**config.mk**
```make
export PLATFORM = sky130hd
export DESIGN_NAME = baud_rate_code_encoder_unit
export DESIGN_NICKNAME = d
export VERILOG_FILES = /design/src/hdl/brce_pkg.sv /design/src/hdl/baud_rate_code_encoder_unit.sv /design/src/hdl/brce_div.sv /design/src/hdl/brce_dp.sv /design/src/hdl/brce_ctrl.sv
export SDC_FILE = /design/constraint.sdc
export NUM_CORES = 2
export LEC_CHECK = 0
export ABC_AREA = 1
export CAP_MARGIN = 20
export CORE_UTILIZATION = 59
export CTS_BUF_LIST = sky130_fd_sc_hd__clkbuf_4
export CTS_CLUSTER_DIAMETER = 60
export DETAILED_ROUTE_END_ITERATION = 8
export DONT_BUFFER_PORTS = 1
export GPL_ROUTABILITY_DRIVEN = 1
export HOLD_SLACK_MARGIN = 0.06
export PLACE_DENSITY_LB_ADDON = 0.05
export SLEW_MARGIN = 20
export SYNTH_ARGS = -nofsm -noshare
export SYNTH_HDL_FRONTEND = slang
export SYNTH_SLANG_ARGS = --single-unit
export TNS_END_PERCENT = 10
```
**constraint.sdc**
```tcl
create_clock -name i_clk -period 7.9 [get_ports i_clk]
set_clock_uncertainty 0.1 [all_clocks]
set_input_delay 0.395 -clock i_clk [delete_from_list [all_inputs] [get_ports i_clk]]
set_output_delay 0.395 -clock i_clk [all_outputs]
set_load 0.05 [all_outputs]
```
**src/hdl/brce_pkg.sv**
```systemverilog
// Shared types and constants for the baud rate code encoder.
// Used by the divider, datapath, controller and top level; no dependencies.
package brce_pkg;

    // Arithmetic widths.
    localparam int RATE_W    = 32;
    localparam int CODE_W    = 8;
    localparam int DIV_CNT_W = $clog2(RATE_W + 1);
    localparam int TZ_W      = 5;

    // Fast-rate test: 25000 = 2^3 * 3125. The rate without its low three bits
    // is divided by 3125 through a reciprocal that is exact for every
    // 29-bit value (rounded-up reciprocal with 29 + 12 fraction bits).
    localparam int STEP_SHIFT = 3;
    localparam int STEP_ODD_W = 12;
    localparam int RECIP_IN_W = RATE_W - STEP_SHIFT;
    localparam int RECIP_W    = RECIP_IN_W + 1;
    localparam int RECIP_SH   = RECIP_IN_W + STEP_ODD_W;
    localparam int PROD_W     = RECIP_IN_W + RECIP_W;
    localparam int QUO_W      = PROD_W - RECIP_SH;
    localparam logic [STEP_ODD_W-1:0] STEP_ODD  = 12'd3125;
    localparam logic [RECIP_W-1:0]    RECIP_MUL =
        RECIP_W'(((64'd1 << RECIP_SH) + 64'(STEP_ODD) - 64'd1) / 64'(STEP_ODD));

    // Rate rules.
    localparam logic [RATE_W-1:0] FAST_CLOCK  = 32'(48000000 / 16);
    localparam logic [CODE_W-1:0] FAST_BASE   = 8'd128;
    localparam logic [RATE_W-1:0] LOW_LIMIT   = 32'd150;
    localparam logic [RATE_W-1:0] ODD_RATE_A  = 32'd134;
    localparam logic [RATE_W-1:0] ODD_RATE_B  = 32'd135;
    localparam logic [CODE_W-1:0] ODD_CODE    = 8'd127;
    localparam logic [RATE_W-1:0] DIRECT_LOW  = 32'd32;
    localparam logic [RATE_W-1:0] DIRECT_HIGH = 32'd127;
    localparam logic [RATE_W-1:0] BASE_ODD    = 32'd75;
    localparam logic [RATE_W-1:0] TRIPLE_ODD  = 32'd225;
    localparam logic [CODE_W-1:0] TRIPLE_FLAG = 8'h10;
    // Largest exponent: 2^15 = 32768 is the biggest allowed multiplier.
    localparam logic [TZ_W-1:0]   MAX_EXP     = 5'd15;
    localparam logic [TZ_W-1:0]   TZ_LIMIT    = 5'd16;

    // Which rule forms the result word.
    typedef enum logic [1:0] {
        K_REJECT,
        K_FAST,
        K_LOW,
        K_BASE
    } t_kind;

    // Controller state.
    typedef enum logic [2:0] {
        S_IDLE,
        S_RECIP,
        S_CHECK,
        S_DIV,
        S_TZ,
        S_DONE
    } t_state;

    // Commands from controller to datapath.
    typedef struct packed {
        logic     load;
        logic     div_go;
        logic     tz_step;
        logic     out_load;
        t_kind    kind;
    } t_dp_cmd;

    // Status from datapath to controller.
    typedef struct packed {
        logic div_done;
        logic rate_zero;
        logic rem_zero;
        logic rate_low;
        logic shift_lsb;
        logic tz_full;
        logic out_free;
    } t_dp_stat;

endpackage

```
**src/hdl/baud_rate_code_encoder_unit.sv**
```systemverilog
// Baud rate code encoder, top level.
// Input channel: i_in_valid / o_in_ready carry one word, i_baud_rate, the
// requested line rate in bits per second.
// Output channel: o_out_valid / i_out_ready carry one word per input word:
// o_code_valid and the one-byte code o_rate_code (zero when rejected).
// One word is worked on at a time. The test for a multiple of 25000 goes
// through a reciprocal multiplication whose quotient is registered. A zero
// rate and rates below 150 go straight on to the output load; multiples of
// 25000 first run a bit-serial divider for 3000000 divided by the rate, and
// other rates are checked as 75 or 225 times a power of two, with trailing
// zero bits stripped one at a time, at most 16.
// A new word is accepted in the cycle after the previous result is loaded
// into the output register.
// The output register holds its word while the receiver stalls; work on the
// next word goes on and only the final load waits for the register to free.
// Reset (synchronous, active low) empties the output register, stops the
// divider and returns the controller to idle; nothing else needs clearing.
// Depends on brce_pkg, brce_ctrl and brce_dp.
module baud_rate_code_encoder_unit import brce_pkg::*; (
    input  logic              i_clk,
    input  logic              i_rst_n,
    input  logic              i_in_valid,
    output logic              o_in_ready,
    input  logic [RATE_W-1:0] i_baud_rate,
    output logic              o_out_valid,
    input  logic              i_out_ready,
    output logic              o_code_valid,
    output logic [CODE_W-1:0] o_rate_code
);

    t_dp_cmd  dp_cmd;
    t_dp_stat dp_stat;

    // Sequencer.
    brce_ctrl u_ctrl (
        .i_clk      (i_clk),
        .i_rst_n    (i_rst_n),
        .i_in_valid (i_in_valid),
        .o_in_ready (o_in_ready),
        .i_stat     (dp_stat),
        .o_cmd      (dp_cmd)
    );

    // Arithmetic and output register.
    brce_dp u_dp (
        .i_clk        (i_clk),
        .i_rst_n      (i_rst_n),
        .i_cmd        (dp_cmd),
        .o_stat       (dp_stat),
        .i_baud_rate  (i_baud_rate),
        .o_out_valid  (o_out_valid),
        .i_out_ready  (i_out_ready),
        .o_code_valid (o_code_valid),
        .o_rate_code  (o_rate_code)
    );

endmodule

```
**src/hdl/brce_div.sv**
```systemverilog
// Bit-serial restoring divider, one quotient bit per cycle.
// Depends on brce_pkg for widths.
module brce_div import brce_pkg::*; (
    input  logic              i_clk,
    input  logic              i_rst_n,
    input  logic              i_start,
    input  logic [RATE_W-1:0] i_dividend,
    input  logic [RATE_W-1:0] i_divisor,
    output logic              o_done,
    output logic [RATE_W-1:0] o_quotient
);

    logic                 r_busy;
    logic                 r_done;
    logic [DIV_CNT_W-1:0] r_cnt;
    logic [RATE_W-1:0]    r_dvd;
    logic [RATE_W-1:0]    r_rem;
    logic [RATE_W-1:0]    r_dsr;
    logic [RATE_W:0]      trial;
    logic [RATE_W:0]      diff;
    logic                 fits;

    // Trial subtraction of the divisor from the shifted partial remainder.
    always_comb begin
        trial = {r_rem, r_dvd[RATE_W-1]};
        diff  = trial - {1'b0, r_dsr};
        fits  = (trial >= {1'b0, r_dsr});
    end

    // Step counter and completion pulse.
    always_ff @(posedge i_clk) begin
        if (!i_rst_n) begin
            r_busy <= 1'b0;
            r_done <= 1'b0;
            r_cnt  <= '0;
        end else begin
            r_done <= 1'b0;
            if (i_start) begin
                r_busy <= 1'b1;
                r_cnt  <= DIV_CNT_W'(RATE_W);
            end else if (r_busy) begin
                r_cnt <= r_cnt - DIV_CNT_W'(1);
                if (r_cnt == DIV_CNT_W'(1)) begin
                    r_busy <= 1'b0;
                    r_done <= 1'b1;
                end
            end
        end
    end

    // The dividend register fills with quotient bits from the bottom.
    always_ff @(posedge i_clk) begin
        if (i_start) begin
            r_dvd <= i_dividend;
            r_rem <= '0;
            r_dsr <= i_divisor;
        end else if (r_busy) begin
            r_rem <= fits ? diff[RATE_W-1:0] : trial[RATE_W-1:0];
            r_dvd <= {r_dvd[RATE_W-2:0], fits};
        end
    end

    assign o_done      = r_done;
    assign o_quotient  = r_dvd;

endmodule

```
**src/hdl/brce_dp.sv**
```systemverilog
// Datapath: rate register, fast-rate reciprocal test, divider, trailing-zero
// shifter and output register. Depends on brce_pkg and brce_div.
module brce_dp import brce_pkg::*; (
    input  logic              i_clk,
    input  logic              i_rst_n,
    input  t_dp_cmd           i_cmd,
    output t_dp_stat          o_stat,
    input  logic [RATE_W-1:0] i_baud_rate,
    output logic              o_out_valid,
    input  logic              i_out_ready,
    output logic              o_code_valid,
    output logic [CODE_W-1:0] o_rate_code
);

    logic [RATE_W-1:0] r_rate;
    logic [RATE_W-1:0] r_shift;
    logic [TZ_W-1:0]   r_tz;
    logic [QUO_W-1:0]  r_quo;
    logic              r_out_valid;
    logic              r_code_valid;
    logic [CODE_W-1:0] r_rate_code;

    logic [PROD_W-1:0]     recip_prod;
    logic [RECIP_IN_W-1:0] quo_back;
    logic                  div_done;
    logic [RATE_W-1:0]     div_quot;
    logic                  n_code_valid;
    logic [CODE_W-1:0]     n_rate_code;

    // The divider only ever forms 3000000 / rate.
    brce_div u_div (
        .i_clk       (i_clk),
        .i_rst_n     (i_rst_n),
        .i_start     (i_cmd.div_go),
        .i_dividend  (FAST_CLOCK),
        .i_divisor   (r_rate),
        .o_done      (div_done),
        .o_quotient  (div_quot)
    );

    // Fast-rate test: registered quotient of the rate's upper bits by 3125, and its product with 3125.
    always_comb begin
        recip_prod = PROD_W'(r_rate[RATE_W-1:STEP_SHIFT]) * PROD_W'(RECIP_MUL);
        quo_back   = RECIP_IN_W'(r_quo) * RECIP_IN_W'(STEP_ODD);
    end

    always_ff @(posedge i_clk) begin
        r_quo <= recip_prod[PROD_W-1:RECIP_SH];
    end

    // Input word capture and the trailing-zero shifter.
    always_ff @(posedge i_clk) begin
        if (i_cmd.load) begin
            r_rate  <= i_baud_rate;
            r_shift <= i_baud_rate;
            r_tz    <= '0;
        end else if (i_cmd.tz_step) begin
            r_shift <= {1'b0, r_shift[RATE_W-1:1]};
            r_tz    <= r_tz + TZ_W'(1);
        end
    end

    // Result word for the rule the controller picked.
    always_comb begin
        n_code_valid = 1'b0;
        n_rate_code  = '0;
        unique case (i_cmd.kind)
            K_REJECT: begin
                n_code_valid = 1'b0;
            end
            K_FAST: begin
                // The quotient is at most 120, so it fits under the base bit.
                n_code_valid = 1'b1;
                n_rate_code  = FAST_BASE + div_quot[CODE_W-1:0];
            end
            K_LOW: begin
                if (r_rate == ODD_RATE_A || r_rate == ODD_RATE_B) begin
                    n_code_valid = 1'b1;
                    n_rate_code  = ODD_CODE;
                end else if (r_rate >= DIRECT_LOW && r_rate <= DIRECT_HIGH) begin
                    n_code_valid = 1'b1;
                    n_rate_code  = r_rate[CODE_W-1:0];
                end
            end
            K_BASE: begin
                // The odd part must be 75 or 3 * 75, the exponent at most 15.
                if (r_tz <= MAX_EXP && r_shift == BASE_ODD) begin
                    n_code_valid = 1'b1;
                    n_rate_code  = CODE_W'(r_tz);
                end else if (r_tz <= MAX_EXP && r_shift == TRIPLE_ODD) begin
                    n_code_valid = 1'b1;
                    n_rate_code  = TRIPLE_FLAG | CODE_W'(r_tz);
                end
            end
            default: begin
                n_code_valid = 1'b0;
            end
        endcase
    end

    // Output register; it holds its word until the receiver takes it.
    always_ff @(posedge i_clk) begin
        if (!i_rst_n) begin
            r_out_valid <= 1'b0;
        end else if (i_cmd.out_load) begin
            r_out_valid <= 1'b1;
        end else if (i_out_ready) begin
            r_out_valid <= 1'b0;
        end
    end

    always_ff @(posedge i_clk) begin
        if (i_cmd.out_load) begin
            r_code_valid <= n_code_valid;
            r_rate_code  <= n_rate_code;
        end
    end

    // Status back to the controller. A multiple of 25000 has its low three
    // bits clear and its upper bits an exact multiple of 3125.
    always_comb begin
        o_stat.div_done  = div_done;
        o_stat.rate_zero = (r_rate == '0);
        o_stat.rem_zero  = (r_rate[STEP_SHIFT-1:0] == '0)
                           && (quo_back == r_rate[RATE_W-1:STEP_SHIFT]);
        o_stat.rate_low  = (r_rate < LOW_LIMIT);
        o_stat.shift_lsb = r_shift[0];
        o_stat.tz_full   = (r_tz == TZ_LIMIT);
        o_stat.out_free  = !r_out_valid || i_out_ready;
    end

    assign o_out_valid  = r_out_valid;
    assign o_code_valid = r_code_valid;
    assign o_rate_code  = r_rate_code;

    // A rejected word always carries a zero code.
    a_reject_zero: assert property (@(posedge i_clk) disable iff (!i_rst_n)
        r_out_valid && !r_code_valid |-> r_rate_code == '0)
        else $error("rejected word carries a nonzero code");

    // A loaded result is presented on the next cycle.
    a_load_shows: assert property (@(posedge i_clk) disable iff (!i_rst_n)
        i_cmd.out_load |=> r_out_valid)
        else $error("loaded result not presented");

    // The shifter only drops zero bits and never runs past its limit.
    a_tz_step: assert property (@(posedge i_clk) disable iff (!i_rst_n)
        i_cmd.tz_step |-> !r_shift[0] && r_tz < TZ_LIMIT)
        else $error("trailing-zero step on a set bit or past the limit");

endmodule

```
**src/hdl/brce_ctrl.sv**
```systemverilog
// Controller state machine sequencing the fast-rate test, divider, shifter
// and output load. Depends on brce_pkg.
module brce_ctrl import brce_pkg::*; (
    input  logic     i_clk,
    input  logic     i_rst_n,
    input  logic     i_in_valid,
    output logic     o_in_ready,
    input  t_dp_stat i_stat,
    output t_dp_cmd  o_cmd
);

    t_state r_state;
    t_state n_state;
    t_kind  r_kind;
    t_kind  n_kind;

    // State and chosen-rule registers.
    always_ff @(posedge i_clk) begin
        if (!i_rst_n) begin
            r_state <= S_IDLE;
            r_kind  <= K_REJECT;
        end else begin
            r_state <= n_state;
            r_kind  <= n_kind;
        end
    end

    // Next state and datapath commands.
    always_comb begin
        n_state        = r_state;
        n_kind         = r_kind;
        o_in_ready     = 1'b0;
        o_cmd.load     = 1'b0;
        o_cmd.div_go   = 1'b0;
        o_cmd.tz_step  = 1'b0;
        o_cmd.out_load = 1'b0;
        o_cmd.kind     = r_kind;
        unique case (r_state)
            S_IDLE: begin
                o_in_ready = 1'b1;
                if (i_in_valid) begin
                    o_cmd.load = 1'b1;
                    n_state    = S_RECIP;
                end
            end
            S_RECIP: begin
                // The reciprocal quotient for the fast-rate test registers here.
                n_state = S_CHECK;
            end
            S_CHECK: begin
                priority if (i_stat.rate_zero) begin
                    n_kind  = K_REJECT;
                    n_state = S_DONE;
                end else if (i_stat.rem_zero) begin
                    o_cmd.div_go = 1'b1;
                    n_state      = S_DIV;
                end else if (i_stat.rate_low) begin
                    n_kind  = K_LOW;
                    n_state = S_DONE;
                end else begin
                    n_state = S_TZ;
                end
            end
            S_DIV: begin
                if (i_stat.div_done) begin
                    n_kind  = K_FAST;
                    n_state = S_DONE;
                end
            end
            S_TZ: begin
                // Strip trailing zeros, one per cycle, up to the limit of 16.
                if (i_stat.shift_lsb || i_stat.tz_full) begin
                    n_kind  = K_BASE;
                    n_state = S_DONE;
                end else begin
                    o_cmd.tz_step = 1'b1;
                end
            end
            S_DONE: begin
                if (i_stat.out_free) begin
                    o_cmd.out_load = 1'b1;
                    n_state        = S_IDLE;
                end
            end
            default: begin
                n_state = S_IDLE;
            end
        endcase
    end

endmodule
```
== Word-level counts from Yosys, hierarchy flattened ==
Index checks and enable logic that the tools add are counted.

* Bits in registers: 206
* Latch bits: 0
* Bits in writable memories: 0
* Memory bits (read-only): 0
* Output and inout port bits: 11
* Word-level logic and storage cells: 115
* Memories: 0

* Add/sub/neg operators: 4
* $mul: 2
* Div/mod/pow operators: 0
* Order comparisons: 5
* Equal/unequal tests: 21
* Shift-type cells: 0
* Multiplexer cells: 45
* Bitwise gates (word level): 2
* Reductions and logical operators: 20

{| class="wikitable"
|+ Operators with widths
! cell !! count
|-
| 32-bit by 8-bit equality test with 1-bit output, second input constant || 3
|-
| 32-bit 2-to-1 mux || 3
|-
| 29-bit by 29-bit multiplier with 58-bit output, second input constant || 1
|-
| 33-bit by 32-bit >= comparator with 1-bit output || 1
|-
| 32-bit by 7-bit equality test with 1-bit output, second input constant || 1
|-
| 32-bit by 6-bit >= comparator with 1-bit output, second input constant || 1
|-
| 32-bit by 7-bit <= comparator with 1-bit output, second input constant || 1
|-
| 32-bit zero test || 1
|-
| 32-bit by 8-bit less-than comparator with 1-bit output, second input constant || 1
|-
| 32-bit subtractor || 1
|-
| 29-bit equality test || 1
|-
| 18-bit by 12-bit multiplier with 29-bit output, second input constant || 1
|-
| 8-bit 2-to-1 mux || 3
|-
| 8-bit case mux with 3 select lines || 1
|-
| 1-bit 2-to-1 mux || 21
|-
| 3-bit 2-to-1 mux || 6
|-
| 3-bit case mux with 6 select lines || 1
|-
| 6-bit 2-to-1 mux || 2
|-
| 2-bit 2-to-1 mux || 5
|-
| 8-bit adder, first input constant || 1
|-
| 3-bit by 2-bit equality test with 1-bit output, second input constant || 2
|-
| 3-bit equality test, second input constant || 2
|-
| 6-bit by 1-bit equality test with 1-bit output, second input constant || 1
|-
| 3-bit zero test || 2
|-
| other kinds (24) || 36
|}

== Depth between registers and ports, before layout ==
* Depth after elaboration: 7
* Mapped depth: 28

== Hierarchy ==
A second synthesis with hierarchy kept.

* Cell total of the unflattened synthesis: 3,705
* Area total of the unflattened synthesis: 30,934.7 um^2

{| class="wikitable"
|+ Modules (own cells, without submodules)
! module !! times used !! cells each !! area an instance (um^2) !! seq. area each (um^2)
|-
| brce_dp || 1 || 2,661 || 23,797.8 || 2,672.6
|-
| brce_div || 1 || 971 || 6,734.0 || 2,722.6
|-
| brce_ctrl || 1 || 73 || 402.9 || 100.1
|}

== Worst setup path after synthesis ==
No wires, ideal clock.

* Path kind: register to register
* Start point: register u_dp.r_rate[21]
* End point: register u_dp.r_quo[10]
* Library setup time: 0.121 ns
* Arrival time: 6.085 ns
* Slack: 1.594 ns
* Cell stages (with the launch flop): 22
* Clock period less this slack: 6.306 ns
* Path through: edfxtp_1 -> ha_1 -> fa_1 -> inv_1 -> fa_1 -> fa_1 -> inv_1 -> fa_1 -> fa_1 -> fa_1 -> inv_1 -> fa_1 -> inv_1 -> ha_1 -> nand2_1 -> nor2_1 -> inv_1 -> nor4_1 -> nand4_1 -> o211ai_1 -> a31oi_1 -> xnor2_1

* Longest elaborated chain between the ends: 1

{| class="wikitable"
|+ RTL lines
! what !! RTL line !! RTL
|-
| from (decl) || brce_dp.sv:15 || <nowiki>logic [RATE_W-1:0] r_rate;</nowiki>
|-
| from (signal assigned) || brce_dp.sv:54 || <nowiki>r_rate <= i_baud_rate;</nowiki>
|-
| 29-bit by 29-bit multiplier with 58-bit output || brce_dp.sv:43 || <nowiki>recip_prod = PROD_W'(r_rate[RATE_W-1:STEP_SHIFT]) * PROD_W'(RECIP_MUL);</nowiki>
|-
| named net u_dp.recip_prod[51] || brce_dp.sv:23 || <nowiki>logic [PROD_W-1:0] recip_prod;</nowiki>
|-
| to (signal assigned) || brce_dp.sv:48 || <nowiki>r_quo <= recip_prod[PROD_W-1:RECIP_SH];</nowiki>
|-
| to (decl) || brce_dp.sv:18 || <nowiki>logic [QUO_W-1:0] r_quo;</nowiki>
|}

The timed path passes the listed nets, and every way through them passes these cells.
A chain may end at the register's enable or synchronous reset.

== Worst setup path in the final report ==
* Start point: register u_dp.r_rate[18]
* End point: register u_dp.r_quo[10]

The elaborated chain is that of the path after synthesis.

==> results.toml <==
[sta]
rsz0062_at_grt = "false"
slew_viol_final = 0
finalCriticalPeriod_ps = 7350
worst_pin_slew_ps = 1070
finalSetupTns_ps = 0
fmax_mhz = 136
hold_viol_final = 0
relSlewSlack = 0.285
fin_crit_sh = 0.930
fin_hold_ws_ps = 143
setup_viol = 0

[global_routing]
grt_pass1_vias = 24300
overflow = 0
grt_max_degree = 65
antenna_found_initial = 7
grt_pass1_wl_mm = 136
grt.total_usage = 0.356

[clock_tree]
cts_made_buffers = 60
clock_path_buffers = 3
clock_sinks = 206
cts_root_buf = "clkbuf_4"
clk_pin_slew_ps = 70
cts_resized = 0
insertion_delay_ps = 850
cts_tree = "done"
cts.htree.levels = 2

[synthesis]
syn_area_per_cell_um2 = 8.67
synth_nets = 4398
synth.most_common_cell = "inv_1"
synth_seq_cells = 206
synth.cell_area_um2 = 29800
netlist.area_leader.share = 0.251
synth_area_leaders = "fa_1 25%, ha_1 23%, inv_1 11%, edfxtp_1 11%, dfxtp_1 6.8%"
ys_warn_count = 0
postSynthCellCount = 3438
ys_seq_area_frac = 0.174
synthFlopType = "edfxtp_1"
synth_cell_types = 58
synth-edff-count = 105
synthTopCellsByCount = "850 x inv_1, 550 x ha_1, 533 x nand2_1"
yosys.area.top_type = "fa_1"
synth-async-reset-ratio = 0

[setup_path]
ff2ff_setup_slack_ps = 550
critical_path_required_ps = 8510
path_cells = "inv_1, ha_1, ha_1, inv_1, fa_1, fa_1, inv_1, fa_1, fa_1, fa_1, inv_1, fa_1, inv_1, ha_1, nand2_1, nor2_1, inv_1, nor4_1, nand4_1, o211ai_1, a31oi_1, xnor2_1"
reg2reg_from = "u_dp.r_rate[18]$_DFFE_PP_"
r2r_cells = 22
crit_path_top_delay_cell = "edfxtp_1"
critical_path.endpoint = "u_dp.r_quo[10]$_DFF_P_"
critPathMaxStageDelay_ps = 820
r2r_end = "u_dp.r_quo[10]$_DFF_P_"
crit_start = "u_dp.r_rate[18]$_DFFE_PP_"
startpoint_type = "flop"
arrival_ps = 7960
cp-end-kind = "flop"
critPathMaxFanout = 12
critPathKind = "reg -> reg"

[routing]
drc_errors = 0
totalWireLength_mm = 88.3
avgViaCountPerCell = 5.56
vias = 23700
postRouteAntennaNets = 0
drtIter0Drc = 1758
post_drt_wl_per_cell_um = 20.7
first_pass_iters = 8

[die]
core-area_um2 = 49400
die_y_um = 227
dieArea_um2 = 51400
start_util = 0.604
core.rowCount = 81
io_pins = 47
fp.dieW_um = 227

[placed_design]
place.gp.congestion = 1.02
post-dp-hpwl_mm = 74.3
port-buffer-count = 0
placed_cell_area_um2 = 30800

[final_layout]
drive_gt1_frac = 0.0479
areaGrowthSynthToFinish_pct = 7.17
nNetsFinal = 4504
stdcell_area_um2 = 31900
finish.utilization = 0.647

[run]
drv_cap = 0

[worst_hold_path]
hp-class = "in -> reg"

[status]
status = "finished, final reports clean"
-- registers in the layout (all words and copies together) (netlist names), 2 cells and up --
signal	flops
u_dp.r_rate	32
u_dp.r_shift	32
u_dp.u_div.o_quotient	32
u_dp.u_div.r_dsr	32
u_dp.u_div.r_rem	32
u_dp.r_quo	18
u_dp.o_rate_code	8
u_dp.u_div.r_cnt	6
u_dp.r_tz	5
u_ctrl.r_state	3
u_ctrl.r_kind	2
-- placed cells by master, fill, tap and decap left out, types with 40 or more instances in the layout --
cell,netlist,final
o21ai_0,92,92
dfxtp_1,101,100
a21oi_1,154,154
edfxtp_1,105,105
fa_1,374,374
nor2_1,235,234
xor2_1,48,48
nand2_1,533,533
inv_1,850,850
clkbuf_4,0,85
ha_1,550,550
nand3_1,89,89
a31oi_1,40,40
-- what timing repair did --
| item | 4_1_cts | 5_1_grt |
|---|---|---|
| hold buffers | 36 | 0 |
| buffers inserted | 0 | 0 |
| endpoints found under the hold margin | 91 | 0 |
-- per-stage QoR --
step,worst slack (ps),std cells
floorplan,1590,3438
global placement,716,4110
detailed placement,642,4110
CTS,662,4255
finish,550,4258
global route,274,4257
-- critical path: cells and delay by family (launching register included) --
| family | cells | cell delay, ps |
|---|---|---|
| AOI/OAI and AO/OA | 2 | 530 |
| xor gates and xnor gates | 1 | 150 |
| adders and majority gates | 9 | 4100 |
| buffers and inverters | 6 | 610 |
| DFF | 1 | 820 |
| and+or+nand+nor | 4 | 930 |
-- how the worst min path moves through the flow --
stage	startpoint	to	slack (ps)	cells after the start
final	i_baud_rate[31]	u_dp.r_rate[31]$_DFFE_PP_	140	1
after CTS	i_baud_rate[31]	u_dp.r_rate[31]$_DFFE_PP_	90	1
after detailed placement	u_dp.u_div.o_quotient[11]$_SDFFE_PP0P_	u_dp.u_div.o_quotient[12]$_SDFFE_PP0P_	350	2
after floorplan	u_dp.u_div.o_quotient[24]$_SDFFE_PP0P_	u_dp.u_div.o_quotient[24]$_SDFFE_PP0P_	340	2
after global placement	u_dp.u_div.o_quotient[11]$_SDFFE_PP0P_	u_dp.u_div.o_quotient[11]$_SDFFE_PP0P_	350	2
after global routing	i_baud_rate[31]	u_dp.r_rate[31]$_DFFE_PP_	130	1
-- kinds of logic (layout without fill, tap and decap cells) --
| logic type | Yosys count | count (layout) | share of synthesized area |
|---|---|---|---|
| other cells | 0 | 3 | 0 |
| flops | 206 | 206 | 0.174 |
| simple gates | 967 | 967 | 0.135 |
| xor+xnor | 82 | 82 | 0.0241 |
| buf+inv | 890 | 1043 | 0.114 |
| fa+ha+maj | 924 | 924 | 0.482 |
| compound gates | 369 | 369 | 0.0710 |
-- routing by layer --
layer / share of wire / GRT usage / vias to the layer above
met1: 0.41 / 0.468 / 11400
met2: 0.46 / 0.567 / 966
met4: 0.040 / 0.138 / 8
li1: - / - / 11100
met3: 0.090 / 0.0860 / 181
met5: 0.00062 / 0 / -
-- final cells by class --
class                      instances  area, um^2
antenna                            3        7.51
multi-input combinational       2342       21200
fill                            4288       17400
clock buffer                      85         638
timing repair buffer              75         666
sequential                       206        5180
clock inverter                    24         164
tap                              664         831
inverter                         859        3230
Power is not shown: default switching activity piles up to over one toggle a cycle in this logic, so the estimate is an artifact.
